<file path="config.mk">
export PLATFORM = sky130hd
export DESIGN_NAME = erv_cordic_cell
export DESIGN_NICKNAME = d
export VERILOG_FILES = /design/src/design/erv_pkg.sv /design/src/design/erv_cordic_cell.sv
export SDC_FILE = /design/constraint.sdc
export NUM_CORES = 1
export LEC_CHECK = 0
export ABC_AREA = 1
export BUFFER_PORTS_ARGS = -buffer_cell sky130_fd_sc_hd__buf_2
export CORE_MARGIN = 2
export CORE_UTILIZATION = 30
export CTS_CLUSTER_DIAMETER = 120
export DETAILED_ROUTE_END_ITERATION = 8
export PLACE_DENSITY = 0.57
export SYNTH_ARGS = -nofsm -noshare
export SYNTH_HDL_FRONTEND = slang
export SYNTH_SLANG_ARGS = --single-unit
</file>
<file path="constraint.sdc">
create_clock -name aclk -period 2.7 [get_ports aclk]
set_input_delay 0.27 -clock aclk [delete_from_list [all_inputs] [get_ports aclk]]
set_output_delay 0.27 -clock aclk [all_outputs]
set_load 0.02 [all_outputs]
</file>
<file path="src/design/erv_pkg.sv">
package erv_pkg;

    // default field widths
    localparam int COORD_WIDTH_DEF = 32;
    localparam int ANGLE_WIDTH_DEF = 16;

    // CORDIC datapath
    localparam int CORDIC_STEPS = 30;
    localparam int XY_WIDTH     = 34;   // cordic x/y lanes, signed
    localparam int Z_WIDTH      = 33;   // residual angle, signed, 2^32 per turn
    localparam int TRIG_WIDTH   = 32;   // Q1.30 sine/cosine, signed
    localparam int MAT_WIDTH    = 34;   // matrix entry, signed Q1.30 with headroom

    localparam logic signed [XY_WIDTH-1:0] CORDIC_GAIN = XY_WIDTH'(652032874);
    localparam logic signed [XY_WIDTH-1:0] TRIG_ONE    = XY_WIDTH'(64'sd1073741824);

    // arctangent per step, 2^32 per turn
    function automatic logic [31:0] atan_of(input int step);
        logic [31:0] r;
        case (step)
            0:  r = 32'h20000000;
            1:  r = 32'h12E4051E;
            2:  r = 32'h09FB385B;
            3:  r = 32'h051111D4;
            4:  r = 32'h028B0D43;
            5:  r = 32'h0145D7E1;
            6:  r = 32'h00A2F61E;
            7:  r = 32'h00517C55;
            8:  r = 32'h0028BE53;
            9:  r = 32'h00145F2F;
            10: r = 32'h000A2F98;
            11: r = 32'h000517CC;
            12: r = 32'h00028BE6;
            13: r = 32'h000145F3;
            14: r = 32'h0000A2FA;
            15: r = 32'h0000517D;
            16: r = 32'h000028BE;
            17: r = 32'h0000145F;
            18: r = 32'h00000A30;
            19: r = 32'h00000518;
            20: r = 32'h0000028C;
            21: r = 32'h00000146;
            22: r = 32'h000000A3;
            23: r = 32'h00000051;
            24: r = 32'h00000029;
            25: r = 32'h00000014;
            26: r = 32'h0000000A;
            27: r = 32'h00000005;
            28: r = 32'h00000003;
            29: r = 32'h00000001;
            default: r = 32'h0;
        endcase
        return r;
    endfunction

    // Q1.30 product, round half up
    function automatic logic signed [TRIG_WIDTH-1:0] mul30(
        input logic signed [TRIG_WIDTH-1:0] a,
        input logic signed [TRIG_WIDTH-1:0] b
    );
        logic signed [2*TRIG_WIDTH-1:0] p;
        p = a * b;
        p = p + (2*TRIG_WIDTH)'(64'sd536870912);
        p = p >>> 30;
        return p[TRIG_WIDTH-1:0];
    endfunction

endpackage

</file>
<file path="src/design/erv_cordic_cell.sv">
// one CORDIC micro-rotation for all three axes, vector carried alongside
module erv_cordic_cell #(
    parameter int STEP        = 0,
    parameter int COORD_WIDTH = erv_pkg::COORD_WIDTH_DEF
) (
    input  logic                                 aclk,
    input  logic                                 aresetn,
    input  logic                                 en,
    input  logic                                 valid_in,
    input  logic signed [erv_pkg::XY_WIDTH-1:0]  x_in [3],
    input  logic signed [erv_pkg::XY_WIDTH-1:0]  y_in [3],
    input  logic signed [erv_pkg::Z_WIDTH-1:0]   z_in [3],
    input  logic        [2:0]                    flip_in,
    input  logic        [3*COORD_WIDTH-1:0]      vec_in,
    output logic                                 valid_out,
    output logic signed [erv_pkg::XY_WIDTH-1:0]  x_out [3],
    output logic signed [erv_pkg::XY_WIDTH-1:0]  y_out [3],
    output logic signed [erv_pkg::Z_WIDTH-1:0]   z_out [3],
    output logic        [2:0]                    flip_out,
    output logic        [3*COORD_WIDTH-1:0]      vec_out
);

    localparam logic signed [erv_pkg::Z_WIDTH-1:0] ATAN =
        erv_pkg::Z_WIDTH'(erv_pkg::atan_of(STEP));

    logic                                valid_reg;
    logic signed [erv_pkg::XY_WIDTH-1:0] x_reg [3];
    logic signed [erv_pkg::XY_WIDTH-1:0] y_reg [3];
    logic signed [erv_pkg::Z_WIDTH-1:0]  z_reg [3];
    logic signed [erv_pkg::XY_WIDTH-1:0] x_next [3];
    logic signed [erv_pkg::XY_WIDTH-1:0] y_next [3];
    logic signed [erv_pkg::Z_WIDTH-1:0]  z_next [3];
    logic        [2:0]                   flip_reg;
    logic        [3*COORD_WIDTH-1:0]     vec_reg;

    // rotate towards zero residual angle
    always_comb begin
        for (int k = 0; k < 3; k++) begin
            if (!z_in[k][erv_pkg::Z_WIDTH-1]) begin
                x_next[k] = x_in[k] - (y_in[k] >>> STEP);
                y_next[k] = y_in[k] + (x_in[k] >>> STEP);
                z_next[k] = z_in[k] - ATAN;
            end else begin
                x_next[k] = x_in[k] + (y_in[k] >>> STEP);
                y_next[k] = y_in[k] - (x_in[k] >>> STEP);
                z_next[k] = z_in[k] + ATAN;
            end
        end
    end

    always_ff @(posedge aclk) begin
        if (!aresetn) begin
            valid_reg <= 1'b0;
        end else if (en) begin
            valid_reg <= valid_in;
        end
    end

    always_ff @(posedge aclk) begin
        if (en) begin
            x_reg    <= x_next;
            y_reg    <= y_next;
            z_reg    <= z_next;
            flip_reg <= flip_in;
            vec_reg  <= vec_in;
        end
    end

    assign valid_out = valid_reg;
    assign x_out     = x_reg;
    assign y_out     = y_reg;
    assign z_out     = z_reg;
    assign flip_out  = flip_reg;
    assign vec_out   = vec_reg;

endmodule

</file>
==> key figures <==
Setup path
  • Endpoint type of the worst setup path: flop
  • WS Path Type: in2reg
  • R2R Setup Slk: approximately 1.5 ns
  • Crit Path Max Fanout: 5
  • Worst Path Required: a little over 3 ns
  • Reg2reg end: valid_out$_SDFFE_PN0P_
  • Worst r2r src: valid_out$_SDFFE_PN0P_
  • Critical path arrival: just under 3 ns
  • Worst R2R Path Depth: 3
  • CP startpoint kind: input pin

Global routing
  • GRT Overall Usage: 0.260
  • GRT overflow: 0
  • Pin count of the biggest net entering global routing: 76
  • Vias in the first global route: ~35k
  • First-pass GRT wire length: ~230 mm
  • Initial antenna violation count: 26

Logic synthesis
  • Post-Synthesis Cells: 4626
  • Post-synth EDFFs: around 400
  • Sequential share of the synthesized area: 0.356
  • Synth unique cells: 47
  • Mapped Area: 0.0337 sq mm
  • Asr flop ratio synth: 0
  • Post-synthesis net count: around 5.4k
  • Ys flop type: edfxtp_1
  • Mapped Avg Cell Area: approximately 7.3 sq um
  • Yosys reg bits: 400
  • Synth warn: 0

STA
  • Tcrit/Tclk final: 0.934
  • Worst-margin pin slew: ~0.69 ns
  • Hold WS: ~0.065 ns
  • # setup viols final: 0
  • RSZ-0062 raised after global routing: no
  • Hold Fails Final Rpt: 0
  • Minimum clock period after layout: 2.52 ns
  • Worst Clk Skew: 0 ns
  • Slew HR: 0.540
  • Final Max Slew Viols: 0
  • Fmax: a little under 400 MHz
  • Fin Setup TNS: 0 ns

Final layout
  • Storage cell area: approximately 0.012 sq mm
  • Area Growth Syn to Fin: 31.0%
  • Nets: between 6k and 7k
  • Area used by multi-input combinational logic: roughly 0.018 sq mm
  • Fill cells: around 12k
  • Final non-filler cell total: 7294
  • Layout cells sized above 1: 0.201

Floorplanning
  • # rows: around 120
  • Placeable Area: 0.111 sq mm
  • I/O pins: between 800 and 900
  • Die Y: 339 microns
  • Full die area: about 0.12 sq mm
  • DIE WIDTH: about 340 microns
  • Initial Utilization: 0.304

Outcome
  • Status: completed

Detailed routing
  • DR WL/cell: ~21 microns
  • Detailed Routing Iterations Pass 1: 6
  • Final ANT Viol Nets: 0
  • Via Count: about 37k
  • DRT iter0 DRCs: between 3k and 4k
  • Remaining DRCs: 0
  • Final wirelength: roughly 160 mm
  • Vias per cell: 5.02

Clocking
  • Cts-stage hold buffer count: 191
  • CTS tree: built
  • Clock root buffer: clkbuf_16
  • Clock sinks: 400
  • Reg clk slew, reported paths: around 0.06 ns
  • Clk_lat worst skew: between 0.6 and 0.7 ns
  • CTS Buf Count: 50
  • Htree depth: 2
  • Clock buffer depth: 3
  • Number of gates resized after cts: 0
  • Post-CTS setup buffer count: 0

Placement
  • Detailed Place HPWL: between 100 and 150 mm
  • Placed insts: about 7k
  • RePlAce Congestion: 1.01
  • I/O Buffers: between 800 and 900

Min path
  • Hold depth: 3
  • Hold Path End: z_out[65]$_DFFE_PP_
  • Class of the worst hold path: in2reg
  • HP Start: z_in[64]

Power
  • Leakage: 21.8 nW
  • Power per Cell Area: 529 mW/mm^2
  • Worst vdd ir: 0.469 mV

Run
  • Max cap viols: 0
## cell families (layout without fill, tap and decap cells)
logic type      Yosys count  in the layout  synth area share
xor+xnor                 68             68            0.0177
compound gates          827            827             0.133
flops                   400            400             0.356
simple gates           2232           2232             0.277
buf+inv                 781           1952            0.0955
fa+ha+maj               318            318             0.121
other cells               0              9                 0
## metal layers
metal / vias to the layer above / global-route usage / share of wire
li1: 17548 / - / -
met1: 17277 / 0.355 / 0.44
met2: 1608 / 0.425 / 0.45
met3: 187 / 0.0464 / 0.080
met4: 16 / 0.0641 / 0.027
met5: - / 0 / 0.00062
## worst max-delay path by stage
| stage | startpoint | endpoint | slack (ns) | cells past startpoint |
|---|---|---|---|---|
| detailed placement | x_in[40] | x_out[66]$_DFFE_PP_ | 0.04 | 14 |
| floorplan | y_in[34] | y_out[66]$_DFFE_PP_ | 0.64 | 13 |
| global route | y_in[68] | x_out[84]$_DFFE_PP_ | 0.1 | 15 |
| global placement | x_in[75] | y_out[84]$_DFFE_PP_ | 0.03 | 11 |
| CTS | y_in[68] | x_out[78]$_DFFE_PP_ | 0.34 | 11 |
| finish | y_in[68] | x_out[78]$_DFFE_PP_ | 0.18 | 11 |
## worst max-delay path, cell delays in order
cell,delay [ns]
dlygate4sd3_1,0.54
buf_2,0.14
ha_1,0.28
fa_1,0.49
buf_4,0.18
nand4_1,0.08
nand2_1,0.13
nand2_1,0.09
nand2_1,0.12
xor2_1,0.19
o21ai_0,0.40
## report_power, final
group          switching (W)  internal (W)
sequential          0.000328       0.00772
combinational        0.00560       0.00273
clock                0.00311       0.00385
total                0.00905        0.0143
## layout make-up
| cell class | instances | area share |
|---|---|---|
| timing repair buffer | 1213 | 0.174 |
| clock inverter | 36 | 0.00873 |
| multi-input combinational | 3445 | 0.418 |
| sequential | 400 | 0.272 |
| antenna | 9 | 0.000510 |
| inverter | 647 | 0.0550 |
| clock buffer | 56 | 0.0289 |
| tap | 1488 | 0.0422 |
## Yosys cell counts (2+ instances only)
master    number  area, sq um
a21boi_0       2         15.0
inv_2          6         22.5
nand2_2        6         37.5
clkinv_1       2         7.51
o21ai_2        2         17.5
o21bai_1      32          240
or2_0          2         12.5
nor2_2        13         81.3
buf_4         61          458
fa_1          12          240
nor4_2         3         37.5
a21oi_1      390         1950
nand3b_1       4         30.0
o211ai_2       3         37.5
edfxtp_1     399        12000
clkbuf_1      32          120
o22ai_1       23          144
xor2_1        68          596
nand2_1     1227         4610
inv_1        638         2390
or2_1          7         43.8
nor4_1         7         43.8
or2_2         16          100
a211oi_1       3         22.5
o21ai_0      272         1360
nand4_1       34          213
a21oi_2        2         17.5
buf_1          6         22.5
ha_1         306         3830
nor3_2         5         50.1
o21ai_1       24          120
o31ai_1       11         82.6
nor3_1        53          265
and2_1         9         56.3
buf_6          2         22.5
o21a_1         5         37.5
nand3_1      452         2260
nor2_1       391         1470
a31oi_1        6         37.5
buf_2         33          165
a21o_1        35          263
o211ai_1      17          128
## registers in the layout, summed over array words and instances (netlist names)
| signal | flops |
|---|---|
| z_out | 99 |
| x_out | 102 |
| y_out | 99 |
| valid_out | 1 |
| flip_out | 3 |
| vec_out | 96 |
## cells in the final DEF (no fill, tap or decap), types with 191 or more instances in the layout
cell           synthesis  routed
nor2_1               391     391
nand2_1             1227    1227
edfxtp_1             399     399
dlygate4sd3_1          0     191
nand3_1              452     452
a21oi_1              390     390
buf_4                 61     204
ha_1                 306     306
inv_1                638     637
buf_2                 33     807
o21ai_0              272     272
## per-stage QoR
step	cell area, sq um	setup WS [ns]	utilization	total power (W)
after global placement	40600	0.0282	0.365	0.0161
after global routing	44100	0.0981	0.398	0.0245
after detailed placement	40600	0.0353	0.365	0.0161
final	44100	0.177	0.398	0.0233
after CTS	44100	0.336	0.398	0.0235
after floorplan	33700	0.643	-	0.0126
No activity file was read; power rests on OpenSTA's default activity.
